**config.mk**
```make
export PLATFORM = sky130hd
export DESIGN_NAME = band_limited_square_osc
export DESIGN_NICKNAME = d
export VERILOG_FILES = /design/src/rtl/blso_pkg.sv /design/src/rtl/blso_queue.sv /design/src/rtl/blso_front.sv /design/src/rtl/blso_mdu.sv /design/src/rtl/blso_back.sv /design/src/rtl/band_limited_square_osc.sv
export SDC_FILE = /design/constraint.sdc
export NUM_CORES = 2
export LEC_CHECK = 0
export ABC_AREA = 1
export BUFFER_PORTS_ARGS = -buffer_cell sky130_fd_sc_hd__buf_2
export CAP_MARGIN = 5
export CORE_AREA = 2 2 402 404
export DETAILED_ROUTE_END_ITERATION = 8
export DIE_AREA = 0 0 404 406
export PLACE_DENSITY = 0.77
export SLEW_MARGIN = 20
export SYNTH_ARGS = -nofsm -noshare
export SYNTH_HDL_FRONTEND = slang
export SYNTH_SLANG_ARGS = --single-unit
```
**constraint.sdc**
```tcl
create_clock -name i_clk -period 12.8 [get_ports i_clk]
set_input_delay 3.84 -clock i_clk [delete_from_list [all_inputs] [get_ports i_clk]]
set_output_delay 3.84 -clock i_clk [all_outputs]
set_load 0.02 [all_outputs]
```
**src/rtl/blso_pkg.sv**
```systemverilog
`default_nettype none
// ---------------------------------------------------------------------------
// blso_pkg
// Shared constants, types and coefficient table of the band-limited square
// oscillator.
// ---------------------------------------------------------------------------
package blso_pkg;

    localparam int LANES       = 4;
    localparam int LANE_W      = 2;
    localparam int PHASE_BITS  = 24;
    localparam int HARM_BITS   = 13;
    localparam int SAMPLE_BITS = 17;
    localparam int QUEUE_DEPTH = 2;

    // Datapath widths.
    localparam int X_BITS   = 48;   // scaled triangle, signed Q.33 cycles
    localparam int OP_BITS  = 40;   // multiplier operands
    localparam int RES_BITS = 48;   // multiplier result
    localparam int U_BITS   = 33;   // sine argument, fraction of a cycle
    localparam int Y_BITS   = 28;   // folded sine argument, Q.28
    localparam int Q_BITS   = 28;   // signed divider quotient
    localparam int QF       = 28;

    // Configuration port.
    localparam int CFG_ADDR_BITS  = 5;
    localparam int REG_IDX_BITS   = 3;
    localparam int CFG_DATA_BITS  = 32;
    localparam logic [REG_IDX_BITS-1:0] REG_PHASE_INC_BASE = 3'd0;
    localparam logic [REG_IDX_BITS-1:0] REG_HARM_BASE      = 3'd4;

    // Sine polynomial coefficients, Q.28.
    localparam logic signed [OP_BITS-1:0] COEF_A = 40'sd1686629674;
    localparam logic signed [OP_BITS-1:0] COEF_B = -40'sd11097566020;
    localparam logic signed [OP_BITS-1:0] COEF_C = 40'sd21904602738;
    localparam logic signed [OP_BITS-1:0] COEF_D = -40'sd20548675717;
    localparam logic signed [OP_BITS-1:0] COEF_E = 40'sd10613053722;

    // round(2^28/(2pi)) times 2^33, dividend of the reciprocal.
    localparam int DIV_NUM_BITS = 59;
    localparam logic [DIV_NUM_BITS-1:0] DIV_NUM = {26'd42722830, 33'd0};
    // round(2^20/(1+1/pi)).
    localparam logic signed [OP_BITS-1:0] INVPI1_Q20 = 40'sd795394;

    typedef enum logic [3:0] {
        BK_IDLE,
        BK_X,
        BK_BR,
        BK_DIV,
        BK_INV2,
        SIN_Y,
        SIN_Y2,
        SIN_H,
        SIN_F,
        BK_P1,
        BK_P2,
        BK_V,
        BK_NEXT,
        BK_DONE
    } t_bk_state;

    typedef enum logic [1:0] {
        RET_SMALL,
        RET_S1,
        RET_S2
    } t_ret;

    typedef struct packed {
        logic                       mul_start;
        logic signed [OP_BITS-1:0]  mul_a;
        logic signed [OP_BITS-1:0]  mul_b;
        logic                       mul_shr33;
        logic                       div_start;
        logic signed [X_BITS-1:0]   div_x;
    } t_mdu_req;

    typedef struct packed {
        logic                       mul_busy;
        logic                       mul_done;
        logic signed [RES_BITS-1:0] mul_res;
        logic                       div_busy;
        logic                       div_done;
        logic signed [Q_BITS-1:0]   div_q;
    } t_mdu_rsp;

    // Horner coefficients after the leading one, in evaluation order.
    function automatic logic signed [OP_BITS-1:0] horner_coef(input logic [1:0] k);
        logic signed [OP_BITS-1:0] c;
        case (k)
            2'd0:    c = COEF_D;
            2'd1:    c = COEF_C;
            2'd2:    c = COEF_B;
            default: c = COEF_A;
        endcase
        return c;
    endfunction

endpackage
`default_nettype wire

```
**src/rtl/blso_queue.sv**
```systemverilog
`default_nettype none
// ---------------------------------------------------------------------------
// blso_queue
// Small register FIFO between the front end and the sample engine.
// ---------------------------------------------------------------------------
module blso_queue #(
    parameter int WIDTH = 96,
    parameter int DEPTH = 2
) (
    input  wire logic             i_clk,
    input  wire logic             i_rst_n,
    input  wire logic             i_push,
    input  wire logic [WIDTH-1:0] i_data,
    input  wire logic             i_pop,
    output logic      [WIDTH-1:0] o_data,
    output logic                  o_full,
    output logic                  o_empty
);
    localparam int PTR_W = (DEPTH > 1) ? $clog2(DEPTH) : 1;
    localparam int CNT_W = $clog2(DEPTH + 1);

    logic [WIDTH-1:0] r_mem [DEPTH];
    logic [PTR_W-1:0] r_wp, r_rp;
    logic [CNT_W-1:0] r_cnt;

    always_ff @(posedge i_clk) begin
        if (!i_rst_n) begin
            r_wp  <= '0;
            r_rp  <= '0;
            r_cnt <= '0;
        end else begin
            if (i_push) begin
                r_wp <= (r_wp == PTR_W'(DEPTH - 1)) ? '0 : r_wp + 1'b1;
            end
            if (i_pop) begin
                r_rp <= (r_rp == PTR_W'(DEPTH - 1)) ? '0 : r_rp + 1'b1;
            end
            if (i_push && !i_pop) begin
                r_cnt <= r_cnt + 1'b1;
            end else if (!i_push && i_pop) begin
                r_cnt <= r_cnt - 1'b1;
            end
        end
    end

    always_ff @(posedge i_clk) begin
        if (i_push) begin
            r_mem[r_wp] <= i_data;
        end
    end

    assign o_data  = r_mem[r_rp];
    assign o_full  = (r_cnt == CNT_W'(DEPTH));
    assign o_empty = (r_cnt == '0);

endmodule
`default_nettype wire

```
**src/rtl/blso_front.sv**
```systemverilog
`default_nettype none
// ---------------------------------------------------------------------------
// blso_front
// Takes tick beats, drops the empty ones and advances the lane phase
// accumulators, queueing the new phases for the sample engine.
// ---------------------------------------------------------------------------
module blso_front (
    input  wire logic                                        i_clk,
    input  wire logic                                        i_rst_n,
    input  wire logic                                        i_valid,
    output logic                                             o_ready,
    input  wire logic                                        i_tick,
    input  wire logic [blso_pkg::PHASE_BITS-1:0]             i_phase_inc [blso_pkg::LANES],
    input  wire logic                                        i_q_full,
    output logic                                             o_q_push,
    output logic [blso_pkg::LANES*blso_pkg::PHASE_BITS-1:0]  o_q_data
);
    logic [blso_pkg::PHASE_BITS-1:0] r_phase [blso_pkg::LANES];
    logic [blso_pkg::PHASE_BITS-1:0] n_phase [blso_pkg::LANES];

    assign o_ready  = !i_q_full;
    assign o_q_push = i_valid && !i_q_full && i_tick;

    always_comb begin
        for (int l = 0; l < blso_pkg::LANES; l++) begin
            // The accumulator wraps modulo one cycle by its width alone.
            n_phase[l] = r_phase[l] + i_phase_inc[l];
            o_q_data[l*blso_pkg::PHASE_BITS +: blso_pkg::PHASE_BITS] = n_phase[l];
        end
    end

    always_ff @(posedge i_clk) begin
        if (!i_rst_n) begin
            for (int l = 0; l < blso_pkg::LANES; l++) begin
                r_phase[l] <= '0;
            end
        end else if (o_q_push) begin
            for (int l = 0; l < blso_pkg::LANES; l++) begin
                r_phase[l] <= n_phase[l];
            end
        end
    end

endmodule
`default_nettype wire

```
**src/rtl/blso_mdu.sv**
```systemverilog
`default_nettype none
// ---------------------------------------------------------------------------
// blso_mdu
// Shared multi-cycle multiplier (14-bit digits, truncating fixed-point
// shift) and 27-step restoring divider for the reciprocal 1/(2 pi x).
// ---------------------------------------------------------------------------
module blso_mdu (
    input  wire logic                i_clk,
    input  wire logic                i_rst_n,
    input  wire blso_pkg::t_mdu_req  i_req,
    output blso_pkg::t_mdu_rsp       o_rsp
);
    localparam int OPB   = blso_pkg::OP_BITS;
    localparam int DIG   = 14;
    localparam int NDIG  = 3;
    localparam int MAG   = DIG * NDIG;
    localparam int ACC_W = MAG + OPB;
    localparam int XB    = blso_pkg::X_BITS;
    localparam int QB    = blso_pkg::Q_BITS;
    localparam int QSTEPS = QB - 1;
    localparam int NUMB  = blso_pkg::DIV_NUM_BITS;
    localparam int DSH_W = XB + QSTEPS - 1;

    // Multiplier.
    logic             r_mul_busy, r_mul_done;
    logic [1:0]       r_mul_cnt;
    logic [MAG-1:0]   r_ma;
    logic [OPB-1:0]   r_mb;
    logic             r_mul_neg, r_mul_shr33;
    logic [ACC_W-1:0] r_acc;
    logic [OPB-1:0]   w_abs_a, w_abs_b;
    logic [DIG+OPB-1:0] w_pp;
    logic [ACC_W-1:0] w_shifted;
    logic [blso_pkg::RES_BITS-1:0] w_mag;

    assign w_abs_a = i_req.mul_a[OPB-1] ? (~i_req.mul_a + 1'b1) : i_req.mul_a;
    assign w_abs_b = i_req.mul_b[OPB-1] ? (~i_req.mul_b + 1'b1) : i_req.mul_b;
    assign w_pp    = r_ma[MAG-1 -: DIG] * r_mb;

    always_ff @(posedge i_clk) begin
        if (!i_rst_n) begin
            r_mul_busy <= 1'b0;
            r_mul_done <= 1'b0;
            r_mul_cnt  <= '0;
        end else begin
            r_mul_done <= r_mul_busy && (r_mul_cnt == 2'd0);
            if (i_req.mul_start) begin
                r_mul_busy <= 1'b1;
                r_mul_cnt  <= 2'(NDIG - 1);
            end else if (r_mul_busy) begin
                r_mul_cnt <= r_mul_cnt - 1'b1;
                if (r_mul_cnt == 2'd0) begin
                    r_mul_busy <= 1'b0;
                end
            end
        end
    end

    // Digits go in from the top, so the partial sum only ever shifts by one digit.
    always_ff @(posedge i_clk) begin
        if (i_req.mul_start) begin
            r_ma        <= MAG'(w_abs_a);
            r_mb        <= w_abs_b;
            r_mul_neg   <= i_req.mul_a[OPB-1] ^ i_req.mul_b[OPB-1];
            r_mul_shr33 <= i_req.mul_shr33;
            r_acc       <= '0;
        end else if (r_mul_busy) begin
            r_acc <= (r_acc << DIG) + ACC_W'(w_pp);
            r_ma  <= r_ma << DIG;
        end
    end

    assign w_shifted = r_mul_shr33 ? (r_acc >> 33) : (r_acc >> blso_pkg::QF);
    assign w_mag     = w_shifted[blso_pkg::RES_BITS-1:0];

    // Divider: quotient is known to stay below 2^27 since |x| >= 2^32.
    logic             r_div_busy, r_div_done;
    logic [4:0]       r_div_cnt;
    logic [NUMB-1:0]  r_rem;
    logic [DSH_W-1:0] r_dsh;
    logic [QSTEPS-1:0] r_q;
    logic             r_div_neg;
    logic [XB-1:0]    w_abs_x;
    logic             w_ge;

    assign w_abs_x = i_req.div_x[XB-1] ? (~i_req.div_x + 1'b1) : i_req.div_x;
    assign w_ge    = (DSH_W'(r_rem) >= r_dsh);

    always_ff @(posedge i_clk) begin
        if (!i_rst_n) begin
            r_div_busy <= 1'b0;
            r_div_done <= 1'b0;
            r_div_cnt  <= '0;
        end else begin
            r_div_done <= r_div_busy && (r_div_cnt == 5'd0);
            if (i_req.div_start) begin
                r_div_busy <= 1'b1;
                r_div_cnt  <= 5'(QSTEPS - 1);
            end else if (r_div_busy) begin
                r_div_cnt <= r_div_cnt - 1'b1;
                if (r_div_cnt == 5'd0) begin
                    r_div_busy <= 1'b0;
                end
            end
        end
    end

    always_ff @(posedge i_clk) begin
        if (i_req.div_start) begin
            r_rem     <= blso_pkg::DIV_NUM;
            r_dsh     <= {w_abs_x, (QSTEPS-1)'(0)};
            r_q       <= '0;
            r_div_neg <= i_req.div_x[XB-1];
        end else if (r_div_busy) begin
            if (w_ge) begin
                r_rem <= r_rem - r_dsh[NUMB-1:0];
            end
            r_q   <= {r_q[QSTEPS-2:0], w_ge};
            r_dsh <= r_dsh >> 1;
        end
    end

    always_comb begin
        o_rsp.mul_busy = r_mul_busy;
        o_rsp.mul_done = r_mul_done;
        o_rsp.mul_res  = r_mul_neg ? -$signed(w_mag) : $signed(w_mag);
        o_rsp.div_busy = r_div_busy;
        o_rsp.div_done = r_div_done;
        o_rsp.div_q    = r_div_neg ? -$signed({1'b0, r_q}) : $signed({1'b0, r_q});
    end

endmodule
`default_nettype wire

```
**src/rtl/blso_back.sv**
```systemverilog
`default_nettype none
// ---------------------------------------------------------------------------
// blso_back
// Sample engine: works through the lanes of one queued phase set, folding
// the phase to a scaled triangle and evaluating the sine-integral form on
// the shared multiply/divide unit, then hands the four samples to the
// output register.
// ---------------------------------------------------------------------------
module blso_back (
    input  wire logic                                            i_clk,
    input  wire logic                                            i_rst_n,
    input  wire logic                                            i_q_valid,
    input  wire logic [blso_pkg::LANES*blso_pkg::PHASE_BITS-1:0] i_q_data,
    output logic                                                 o_q_pop,
    input  wire logic [blso_pkg::HARM_BITS-1:0]                  i_harm [blso_pkg::LANES],
    output blso_pkg::t_mdu_req                                   o_mdu_req,
    input  wire blso_pkg::t_mdu_rsp                              i_mdu_rsp,
    output logic                                                 o_valid,
    input  wire logic                                            i_ready,
    output logic signed [blso_pkg::SAMPLE_BITS-1:0]              o_sample [blso_pkg::LANES]
);
    localparam int PB   = blso_pkg::PHASE_BITS;
    localparam int HB   = blso_pkg::HARM_BITS;
    localparam int XB   = blso_pkg::X_BITS;
    localparam int OPB  = blso_pkg::OP_BITS;
    localparam int RB   = blso_pkg::RES_BITS;
    localparam int UB   = blso_pkg::U_BITS;
    localparam int SB   = blso_pkg::SAMPLE_BITS;
    localparam int LW   = blso_pkg::LANE_W;
    localparam int X_SHIFT = 33 - PB;
    localparam logic signed [XB-1:0] X_HALF  = 48'sd4294967296;
    localparam logic signed [RB-1:0] Q_ONE   = 48'sd268435456;
    localparam logic [UB-1:0]        U_QTR   = 33'h080000000;
    localparam logic [UB-1:0]        U_3QTR  = 33'h180000000;
    localparam logic signed [UB+1:0] Y_HALF  = 35'sh100000000;
    localparam logic signed [UB+1:0] Y_ONE   = 35'sh200000000;
    localparam logic signed [RB-1:0] SMP_MAX = 48'sd65535;
    localparam logic signed [RB-1:0] SMP_MIN = -48'sd65536;

    function automatic logic signed [SB-1:0] sat_sample(input logic signed [RB-1:0] v);
        logic signed [SB-1:0] s;
        if (v > SMP_MAX) begin
            s = SMP_MAX[SB-1:0];
        end else if (v < SMP_MIN) begin
            s = SMP_MIN[SB-1:0];
        end else begin
            s = v[SB-1:0];
        end
        return s;
    endfunction

    blso_pkg::t_bk_state r_state, n_state;
    blso_pkg::t_ret      r_ret;

    logic [LW-1:0]                r_lane;
    logic signed [XB-1:0]         r_x;
    logic [UB-1:0]                r_u;
    logic signed [blso_pkg::Y_BITS-1:0] r_y;
    logic signed [OPB-1:0]        r_y2;
    logic [1:0]                   r_k;
    logic signed [blso_pkg::Q_BITS-1:0] r_inv;
    logic signed [OPB-1:0]        r_inv2;
    logic signed [OPB-1:0]        r_p1;
    logic signed [SB-1:0]         r_samp [blso_pkg::LANES];
    logic                         r_out_valid;
    logic signed [SB-1:0]         r_out [blso_pkg::LANES];

    logic                         w_mul_done, w_div_done, w_out_load, w_small;
    logic signed [RB-1:0]         w_res;
    logic [PB-1:0]                w_phase;
    logic signed [PB+1:0]         w_p, w_d, w_tri;
    logic signed [HB:0]           w_n;
    logic signed [PB+HB+2:0]      w_tn;
    logic signed [UB+1:0]         w_yq33, w_ytz;
    logic signed [OPB-1:0]        w_tnew;
    logic [RB-1:0]                w_abs_res;
    logic signed [RB-1:0]         w_small_v;
    logic signed [RB-1:0]         w_sg, w_f;

    assign w_mul_done = i_mdu_rsp.mul_done;
    assign w_div_done = i_mdu_rsp.div_done;
    assign w_res      = i_mdu_rsp.mul_res;

    // Triangle fold and scaling by the harmonic count.
    assign w_phase = i_q_data[r_lane*PB +: PB];
    assign w_p     = $signed({2'b00, w_phase});
    assign w_d     = (w_p >= (PB+2)'(1 << (PB-1))) ? w_p - (PB+2)'(1 << (PB-1))
                                                   : (PB+2)'(1 << (PB-1)) - w_p;
    assign w_tri   = (PB+2)'(1 << (PB-1)) - (w_d <<< 1);
    assign w_n     = (i_harm[r_lane] == '0) ? (HB+1)'(1) : $signed({1'b0, i_harm[r_lane]});
    assign w_tn    = w_tri * w_n;
    assign w_small = (r_x > -X_HALF) && (r_x < X_HALF);

    // Fold the sine argument into a quarter cycle, then drop five bits
    // rounding toward zero.
    always_comb begin
        if (r_u < U_QTR) begin
            w_yq33 = $signed({2'b00, r_u});
        end else if (r_u < U_3QTR) begin
            w_yq33 = Y_HALF - $signed({2'b00, r_u});
        end else begin
            w_yq33 = $signed({2'b00, r_u}) - Y_ONE;
        end
        w_ytz = (w_yq33 < 0) ? ((w_yq33 + 35'sd31) >>> 5) : (w_yq33 >>> 5);
    end

    assign w_tnew    = blso_pkg::horner_coef(r_k) + w_res[OPB-1:0];
    assign w_abs_res = w_res[RB-1] ? -w_res : w_res;
    assign w_small_v = w_res[RB-1] ? -$signed(w_abs_res >> 13) : $signed(w_abs_res >> 13);
    assign w_sg      = r_x[XB-1] ? -Q_ONE : Q_ONE;
    assign w_f       = w_sg - (RB'(r_p1) + w_res);
    assign w_out_load = (r_state == blso_pkg::BK_DONE) && (!r_out_valid || i_ready);

    // Next state.
    always_comb begin
        n_state = r_state;
        case (r_state)
            blso_pkg::BK_IDLE: if (i_q_valid) n_state = blso_pkg::BK_X;
            blso_pkg::BK_X:    n_state = blso_pkg::BK_BR;
            blso_pkg::BK_BR:   n_state = w_small ? blso_pkg::SIN_Y : blso_pkg::BK_DIV;
            blso_pkg::BK_DIV:  if (w_div_done) n_state = blso_pkg::BK_INV2;
            blso_pkg::BK_INV2: if (w_mul_done) n_state = blso_pkg::SIN_Y;
            blso_pkg::SIN_Y:   n_state = blso_pkg::SIN_Y2;
            blso_pkg::SIN_Y2:  if (w_mul_done) n_state = blso_pkg::SIN_H;
            blso_pkg::SIN_H: begin
                if (w_mul_done && r_k == 2'd3) n_state = blso_pkg::SIN_F;
            end
            blso_pkg::SIN_F: begin
                if (w_mul_done) begin
                    case (r_ret)
                        blso_pkg::RET_S1: n_state = blso_pkg::BK_P1;
                        blso_pkg::RET_S2: n_state = blso_pkg::BK_P2;
                        default:          n_state = blso_pkg::BK_NEXT;
                    endcase
                end
            end
            blso_pkg::BK_P1:   if (w_mul_done) n_state = blso_pkg::SIN_Y;
            blso_pkg::BK_P2:   if (w_mul_done) n_state = blso_pkg::BK_V;
            blso_pkg::BK_V:    if (w_mul_done) n_state = blso_pkg::BK_NEXT;
            blso_pkg::BK_NEXT: begin
                n_state = (r_lane == LW'(blso_pkg::LANES - 1)) ? blso_pkg::BK_DONE
                                                               : blso_pkg::BK_X;
            end
            blso_pkg::BK_DONE: if (w_out_load) n_state = blso_pkg::BK_IDLE;
            default:           n_state = blso_pkg::BK_IDLE;
        endcase
    end

    // Requests to the multiply/divide unit.
    always_comb begin
        o_mdu_req           = '0;
        o_mdu_req.div_x     = r_x;
        o_q_pop             = w_out_load;
        case (r_state)
            blso_pkg::BK_BR: begin
                o_mdu_req.div_start = !w_small;
            end
            blso_pkg::BK_DIV: begin
                o_mdu_req.mul_start = w_div_done;
                o_mdu_req.mul_a     = OPB'(i_mdu_rsp.div_q);
                o_mdu_req.mul_b     = OPB'(i_mdu_rsp.div_q);
            end
            blso_pkg::SIN_Y: begin
                o_mdu_req.mul_start = 1'b1;
                o_mdu_req.mul_a     = OPB'(w_ytz);
                o_mdu_req.mul_b     = OPB'(w_ytz);
            end
            blso_pkg::SIN_Y2: begin
                o_mdu_req.mul_start = w_mul_done;
                o_mdu_req.mul_a     = w_res[OPB-1:0];
                o_mdu_req.mul_b     = blso_pkg::COEF_E;
            end
            blso_pkg::SIN_H: begin
                o_mdu_req.mul_start = w_mul_done;
                o_mdu_req.mul_a     = (r_k == 2'd3) ? OPB'(r_y) : r_y2;
                o_mdu_req.mul_b     = w_tnew;
            end
            blso_pkg::SIN_F: begin
                o_mdu_req.mul_start = w_mul_done && (r_ret != blso_pkg::RET_SMALL);
                o_mdu_req.mul_a     = w_res[OPB-1:0];
                o_mdu_req.mul_b     = (r_ret == blso_pkg::RET_S1) ? OPB'(r_inv) : r_inv2;
            end
            blso_pkg::BK_P2: begin
                o_mdu_req.mul_start = w_mul_done;
                o_mdu_req.mul_a     = w_f[OPB-1:0];
                o_mdu_req.mul_b     = blso_pkg::INVPI1_Q20;
                o_mdu_req.mul_shr33 = 1'b1;
            end
            default: begin
                o_mdu_req.mul_start = 1'b0;
            end
        endcase
    end

    always_ff @(posedge i_clk) begin
        if (!i_rst_n) begin
            r_state     <= blso_pkg::BK_IDLE;
            r_lane      <= '0;
            r_out_valid <= 1'b0;
        end else begin
            r_state <= n_state;
            if (r_state == blso_pkg::BK_NEXT) begin
                r_lane <= r_lane + 1'b1;
            end else if (r_state == blso_pkg::BK_DONE) begin
                r_lane <= '0;
            end
            if (w_out_load) begin
                r_out_valid <= 1'b1;
            end else if (i_ready) begin
                r_out_valid <= 1'b0;
            end
        end
    end

    always_ff @(posedge i_clk) begin
        case (r_state)
            blso_pkg::BK_X: begin
                r_x <= XB'(w_tn) <<< X_SHIFT;
            end
            blso_pkg::BK_BR: begin
                r_u   <= r_x[UB:1];
                r_ret <= blso_pkg::RET_SMALL;
            end
            blso_pkg::BK_DIV: begin
                if (w_div_done) r_inv <= i_mdu_rsp.div_q;
            end
            blso_pkg::BK_INV2: begin
                if (w_mul_done) begin
                    r_inv2 <= w_res[OPB-1:0];
                    r_u    <= r_x[UB-1:0] + U_QTR;
                    r_ret  <= blso_pkg::RET_S1;
                end
            end
            blso_pkg::SIN_Y: begin
                r_y <= w_ytz[blso_pkg::Y_BITS-1:0];
            end
            blso_pkg::SIN_Y2: begin
                if (w_mul_done) begin
                    r_y2 <= w_res[OPB-1:0];
                    r_k  <= 2'd0;
                end
            end
            blso_pkg::SIN_H: begin
                if (w_mul_done) r_k <= r_k + 1'b1;
            end
            blso_pkg::SIN_F: begin
                if (w_mul_done && r_ret == blso_pkg::RET_SMALL) begin
                    r_samp[r_lane] <= sat_sample(w_small_v);
                end
            end
            blso_pkg::BK_P1: begin
                if (w_mul_done) begin
                    r_p1  <= w_res[OPB-1:0];
                    r_u   <= r_x[UB-1:0];
                    r_ret <= blso_pkg::RET_S2;
                end
            end
            blso_pkg::BK_V: begin
                if (w_mul_done) r_samp[r_lane] <= sat_sample(w_res);
            end
            default: begin
                r_k <= r_k;
            end
        endcase
        if (w_out_load) begin
            for (int l = 0; l < blso_pkg::LANES; l++) begin
                r_out[l] <= r_samp[l];
            end
        end
    end

    assign o_valid  = r_out_valid;
    assign o_sample = r_out;

endmodule
`default_nettype wire

```
**src/rtl/band_limited_square_osc.sv**
```systemverilog
`default_nettype none
// ---------------------------------------------------------------------------
// band_limited_square_osc
// Four-lane band-limited square oscillator using a sine-integral shape,
// with signed Q2.15 saturated samples.
// ---------------------------------------------------------------------------
//  Channel   Signals                              Direction  Beat
//  ticks     i_valid, o_ready, i_tick             in         one tick request
//  samples   o_valid, i_ready, o_sample_lane0..3  out        one sample per lane
//  config    psel, penable, pwrite, paddr, ...    in/out     one register write
//
//  A tick with i_tick high yields one sample beat; a low tick is taken and dropped.
//  The lanes of a beat run one after another on a shared multiplier and a 27-step
//  divider used by lanes whose scaled triangle reaches half a cycle.
//  The queue holds two ticks, the one the engine is working on among them; a stalled
//  output holds the engine only once its next beat is finished. Reset is synchronous
//  and needs no clearing.
// ---------------------------------------------------------------------------
module band_limited_square_osc #(
    parameter int QUEUE_DEPTH = blso_pkg::QUEUE_DEPTH
) (
    input  wire logic                                     i_clk,
    input  wire logic                                     i_rst_n,
    input  wire logic                                     i_valid,
    output logic                                          o_ready,
    input  wire logic                                     i_tick,
    output logic                                          o_valid,
    input  wire logic                                     i_ready,
    output logic signed [blso_pkg::SAMPLE_BITS-1:0]       o_sample_lane0,
    output logic signed [blso_pkg::SAMPLE_BITS-1:0]       o_sample_lane1,
    output logic signed [blso_pkg::SAMPLE_BITS-1:0]       o_sample_lane2,
    output logic signed [blso_pkg::SAMPLE_BITS-1:0]       o_sample_lane3,
    input  wire logic                                     psel,
    input  wire logic                                     penable,
    input  wire logic                                     pwrite,
    input  wire logic [blso_pkg::CFG_ADDR_BITS-1:0]       paddr,
    input  wire logic [blso_pkg::CFG_DATA_BITS-1:0]       pwdata,
    output logic [blso_pkg::CFG_DATA_BITS-1:0]            prdata,
    output logic                                          pready
);
    localparam int QW = blso_pkg::LANES * blso_pkg::PHASE_BITS;

    logic [blso_pkg::PHASE_BITS-1:0] r_phase_inc [blso_pkg::LANES];
    logic [blso_pkg::HARM_BITS-1:0]  r_harm      [blso_pkg::LANES];
    logic [blso_pkg::REG_IDX_BITS-1:0] w_idx;
    logic [blso_pkg::LANE_W-1:0]     w_lane;
    logic                            w_wr;

    logic          w_q_push, w_q_pop, w_q_full, w_q_empty;
    logic [QW-1:0] w_q_wdata, w_q_rdata;
    blso_pkg::t_mdu_req w_mdu_req;
    blso_pkg::t_mdu_rsp w_mdu_rsp;
    logic signed [blso_pkg::SAMPLE_BITS-1:0] w_sample [blso_pkg::LANES];

    assign pready = 1'b1;
    assign w_idx  = paddr[blso_pkg::CFG_ADDR_BITS-1:2];
    assign w_lane = w_idx[blso_pkg::LANE_W-1:0];
    assign w_wr   = psel && penable && pwrite && pready;

    always_ff @(posedge i_clk) begin
        if (!i_rst_n) begin
            for (int l = 0; l < blso_pkg::LANES; l++) begin
                r_phase_inc[l] <= '0;
                r_harm[l]      <= blso_pkg::HARM_BITS'(1);
            end
        end else if (w_wr) begin
            if (w_idx >= blso_pkg::REG_HARM_BASE) begin
                r_harm[w_lane] <= pwdata[blso_pkg::HARM_BITS-1:0];
            end else begin
                r_phase_inc[w_lane] <= pwdata[blso_pkg::PHASE_BITS-1:0];
            end
        end
    end

    always_comb begin
        if (w_idx >= blso_pkg::REG_HARM_BASE) begin
            prdata = blso_pkg::CFG_DATA_BITS'(r_harm[w_lane]);
        end else begin
            prdata = blso_pkg::CFG_DATA_BITS'(r_phase_inc[w_lane]);
        end
    end

    blso_front u_front (
        .i_clk       (i_clk),
        .i_rst_n     (i_rst_n),
        .i_valid     (i_valid),
        .o_ready     (o_ready),
        .i_tick      (i_tick),
        .i_phase_inc (r_phase_inc),
        .i_q_full    (w_q_full),
        .o_q_push    (w_q_push),
        .o_q_data    (w_q_wdata)
    );

    blso_queue #(
        .WIDTH (QW),
        .DEPTH (QUEUE_DEPTH)
    ) u_queue (
        .i_clk   (i_clk),
        .i_rst_n (i_rst_n),
        .i_push  (w_q_push),
        .i_data  (w_q_wdata),
        .i_pop   (w_q_pop),
        .o_data  (w_q_rdata),
        .o_full  (w_q_full),
        .o_empty (w_q_empty)
    );

    blso_mdu u_mdu (
        .i_clk   (i_clk),
        .i_rst_n (i_rst_n),
        .i_req   (w_mdu_req),
        .o_rsp   (w_mdu_rsp)
    );

    blso_back u_back (
        .i_clk     (i_clk),
        .i_rst_n   (i_rst_n),
        .i_q_valid (!w_q_empty),
        .i_q_data  (w_q_rdata),
        .o_q_pop   (w_q_pop),
        .i_harm    (r_harm),
        .o_mdu_req (w_mdu_req),
        .i_mdu_rsp (w_mdu_rsp),
        .o_valid   (o_valid),
        .i_ready   (i_ready),
        .o_sample  (w_sample)
    );

    assign o_sample_lane0 = w_sample[0];
    assign o_sample_lane1 = w_sample[1];
    assign o_sample_lane2 = w_sample[2];
    assign o_sample_lane3 = w_sample[3];

    a_pop_nonempty: assert property (@(posedge i_clk) disable iff (!i_rst_n)
        w_q_pop |-> !w_q_empty)
        else $error("sample engine popped an empty queue");

    a_mul_idle: assert property (@(posedge i_clk) disable iff (!i_rst_n)
        w_mdu_req.mul_start |-> !w_mdu_rsp.mul_busy)
        else $error("multiplier started while busy");

    a_div_idle: assert property (@(posedge i_clk) disable iff (!i_rst_n)
        w_mdu_req.div_start |-> (!w_mdu_rsp.div_busy && !w_mdu_rsp.mul_busy))
        else $error("divider started while the arithmetic unit was busy");

    a_reset_out: assert property (@(posedge i_clk)
        !i_rst_n |=> !o_valid)
        else $error("output valid after reset");

endmodule
`default_nettype wire

```
==> impl_metrics.py <==
metrics = {
    "drt": {
        "routed_wl_mm": 290,
        "post-route-drc-count": 0,
        "first_iter_violations": 8225,
        "via_count": 82300,
        "antenna_left": 0,
        "wl_per_cell_um": 20.6,
        "vias_per_cell": 5.83,
        "firstDrtPassIters": 7,
    },
    "clocking": {
        "cts_root_buf": "clkbuf_16",
        "clockBufferDepth": 3,
        "cts_tree": "yes",
        "post-cts-setup-buffers": 0,
        "ctsResizeCount": 0,
        "cts_hold_buf": 0,
        "clock_sinks": 1159,
        "numCtsBuffers": 130,
        "insertion_delay_ns": 0.82,
        "htreeDepth": 4,
        "clk_pin_slew_ns": 0.06,
    },
    "synthesis": {
        "synth_top_area_cell": "edfxtp_1",
        "synth-async-reset-ratio_pct": 0,
        "syn_inst": 12000,
        "synth_edf_count": 793,
        "synthDistinctLibCells": 78,
        "ys.flop_type": "edfxtp_1",
        "ys_ff_latch": 1159,
        "netlist.area_leader.share_pct": 24.6,
        "muxShareOfSynthArea_pct": 0.0103,
        "syn-mean-instance-area_um2": 8.09,
        "syn_area_mm2": 0.0968,
        "ys_seq_area_share_pct": 32.2,
        "yosys.area_share.xor_xnor_pct": 3.66,
        "synthAdderAreaFrac_pct": 23.1,
        "synth-simple-area-share_pct": 19.4,
        "yosys_warnings": 0,
        "synth-compound-area-share_pct": 11.6,
        "synth_top_family_by_area": "adder cells",
        "synth_area_leaders": "edfxtp_1, fa_1, nand2_1",
    },
    "sta": {
        "setup_viol": 0,
        "post-route-period-util_pct": 91.1,
        "fmax_mhz": 85.7,
        "fin_skew_ns": 0.0639,
        "setup_tns_ns": 0,
        "slew-limit-headroom_pct": 12.4,
        "final-hold-violation-count": 0,
        "tightest_slew_ns": 1.30,
        "fin_crit_ns": 11.66,
        "drv_slew": 0,
        "holdWs_ns": 0.412,
        "fin_ws_ns": 1.14,
        "grt_setup_unrepaired": "false",
    },
    "place": {
        "gp_congestion": 1.03,
        "place_inst": 13900,
        "place_area_mm2": 0.0993,
        "dp_worst_setup_slack_ns": 1.38,
        "dp_hpwl_mm": 217,
        "port_buffers": 128,
    },
    "critical_path": {
        "worstPathMaxFanout": 64,
        "start_kind": "register",
        "cp-end-kind": "register",
        "crit_top_cell": "inv_1",
        "cp_data_arrival_time_ns": 12.23,
        "crit_type": "register to register",
        "slowest_stage": "buf_4",
        "required_ns": 13.37,
        "max_stage_delay_ns": 0.66,
    },
    "grt": {
        "antenna_found_initial": 5,
        "grt_max_degree": 112,
        "grt-ovfl-total": 0,
        "grt_pass1_vias": 82000,
        "grt_pass1_wl_mm": 456,
        "track_usage_pct": 35.7,
    },
    "power_and_ir_drop": {
        "p_leak_nw": 49.6,
        "power_frac_clock_pct": 17.5,
        "vdd_drop_max_uv": 414,
        "power_density_mw_per_mm2": 210,
        "p_seq_share_pct": 22.1,
        "power.total_mw": 21.7,
        "p_int_mw": 11.0,
        "power.share.switching_pct": 49.2,
        "pwr-share-comb_pct": 60.3,
        "p_switching_mw": 10.7,
    },
    "final_layout": {
        "final_nets": 13300,
        "finalNonFillerCells": 14100,
        "design_area_mm2": 0.104,
        "area_growth_syn_to_layout_pct": 7.16,
        "drive_above_1_share_pct": 5.85,
        "utilization_pct": 64.9,
    },
    "die": {
        "die_area_mm2": 0.164,
        "die_y_um": 406,
        "die_w_um": 404,
        "row_count": 147,
        "core_mm2": 0.160,
        "io_pins": 148,
        "start_util_pct": 60.6,
    },
    "hold_path": {
        "min_from": "u_back.r_samp[1][2]",
        "worst_hold_path_type": "register to register",
    },
    "status": {
        "status": "finished, final reports clean",
    },
    "flow_run": {
        "maxCapViolations": 0,
    },
}
==> sequential cells by signal, summed over array words and instances (netlist names), 24 cells and up, named ones only <==
signal and flops:
u_back.r_inv 28, u_mdu.r_ma 42, u_mdu.r_mb 40, r_harm 52, u_front.r_phase 96, r_phase_inc 96, u_back.r_y 24, u_back.r_u 24
u_back.r_samp 68, u_mdu.r_acc 81, u_back.r_x 38, u_mdu.r_rem 59, u_queue.r_mem 192, u_mdu.r_q 27, u_back.r_p1 40, u_back.r_inv2 40
u_back.r_y2 40, u_mdu.r_dsh 74
==> layout make-up <==
class	count	area, um2
Clock inverter	63	756
Clock buffer	176	3600
Multi-Input combinational cell	8291	56200
Fill cell	13300	56000
Sequential cell	1159	31100
Tap cell	2086	2610
Inverter	2090	7860
Timing Repair Buffer	246	1550
Antenna cell	5	12.5
==> layout by cell type, fill, tap and decap left out, types with 17 or more instances in the layout <==
cell / instances
nand2_1: 2497
inv_1: 2036
nor2_1: 1318
fa_1: 804
edfxtp_1: 793
o21ai_0: 732
a21oi_1: 709
ha_1: 501
dfxtp_1: 364
nand3_1: 322
xor2_1: 259
xnor2_1: 143
clkbuf_16: 133
buf_2: 127
buf_4: 117
nor3_1: 114
a22oi_1: 106
nand4_1: 85
nand2_2: 68
o22ai_1: 59
a31oi_1: 55
nor2_2: 45
o21a_1: 37
inv_2: 36
o221ai_1: 35
nor4_1: 33
clkbuf_1: 32
or2_2: 30
o211ai_1: 30
clkinv_1: 29
o21ai_1: 26
o31ai_1: 24
o21bai_1: 22
clkinv_2: 18
nor2_4: 17
nand2_4: 17
==> cells by family (layout without fill, tap and decap cells) <==
| kind of cell | Yosys count | in the layout |
|---|---|---|
| simple gates | 4596 | 4596 |
| compound gates | 1977 | 1977 |
| buf+inv | 2520 | 2575 |
| other cells | 2 | 14 |
| mux | 1 | 1 |
| flops | 1159 | 1159 |
| xor+xnor | 403 | 403 |
| fa+ha+maj | 1305 | 1305 |
==> power groups by stage <==
stage | registers, mW | clock network [mW] | logic (mW)
after global routing | 4.83 | 3.99 | 14.5
final | 4.81 | 3.81 | 13.1
after global placement | 4.86 | 0 | 12.6
after detailed placement | 4.87 | 0 | 12.8
after floorplan | 4.75 | 0 | 9.22
after CTS | 4.79 | 3.85 | 12.9
==> worst max-delay path, delay by kind of cell (launching register included) <==
| family | cells | cell delay [ns] |
|---|---|---|
| flip-flops | 1 | 0.46 |
| buffers and inverters | 15 | 2.68 |
| XOR/XNOR | 4 | 0.99 |
| adder cells (fa/ha/maj) | 7 | 3.19 |
| AND/OR/NAND/NOR | 14 | 2.10 |
| AO/OA/AOI/OAI | 10 | 1.93 |
==> routing by layer <==
layer / GRT usage [%] / vias up / routed length (um) / part of all wire, %
li1: - / 38200 / - / -
met1: 44.8 / 39300 / 112000 / 39
met2: 58.5 / 3935 / 135000 / 46
met3: 5.64 / 921 / 24100 / 8.3
met4: 21.3 / 2 / 19700 / 6.8
met5: 0 / - / 17 / 0.0059
==> path summary, 6_finish.rpt <==
path	to	slack [ns]	cells past startpoint
max	u_back.r_x[47]	1.14	50
min	o_sample_lane1[2]	0.41	0
min reg2reg	o_sample_lane1[2]	0.41	0
max reg2reg	u_back.r_x[47]	1.14	50
==> synth_stat cells (13+ instances only) <==
cell / number
nor4_1: 33
or2_2: 30
buf_2: 22
a31oi_1: 55
clkbuf_1: 349
nand2_2: 66
inv_2: 31
o21a_1: 37
nor2_1: 1337
a21oi_1: 709
a32oi_1: 13
a221oi_1: 16
nand3_1: 322
o22ai_1: 59
buf_4: 13
nand4_1: 85
o31ai_1: 24
o21ai_1: 27
dfxtp_1: 366
o21ai_0: 733
a22oi_1: 106
nand3b_1: 14
nor2_2: 34
nand2_1: 2502
xor2_1: 259
a22o_1: 16
ha_1: 501
o21bai_1: 22
inv_1: 2041
o211ai_1: 30
fa_1: 804
clkinv_1: 16
xnor2_1: 143
edfxtp_1: 793
nand2_4: 14
nor3_1: 115
o221ai_1: 35
buf_1: 30
(Power assumes the default switching activity.)
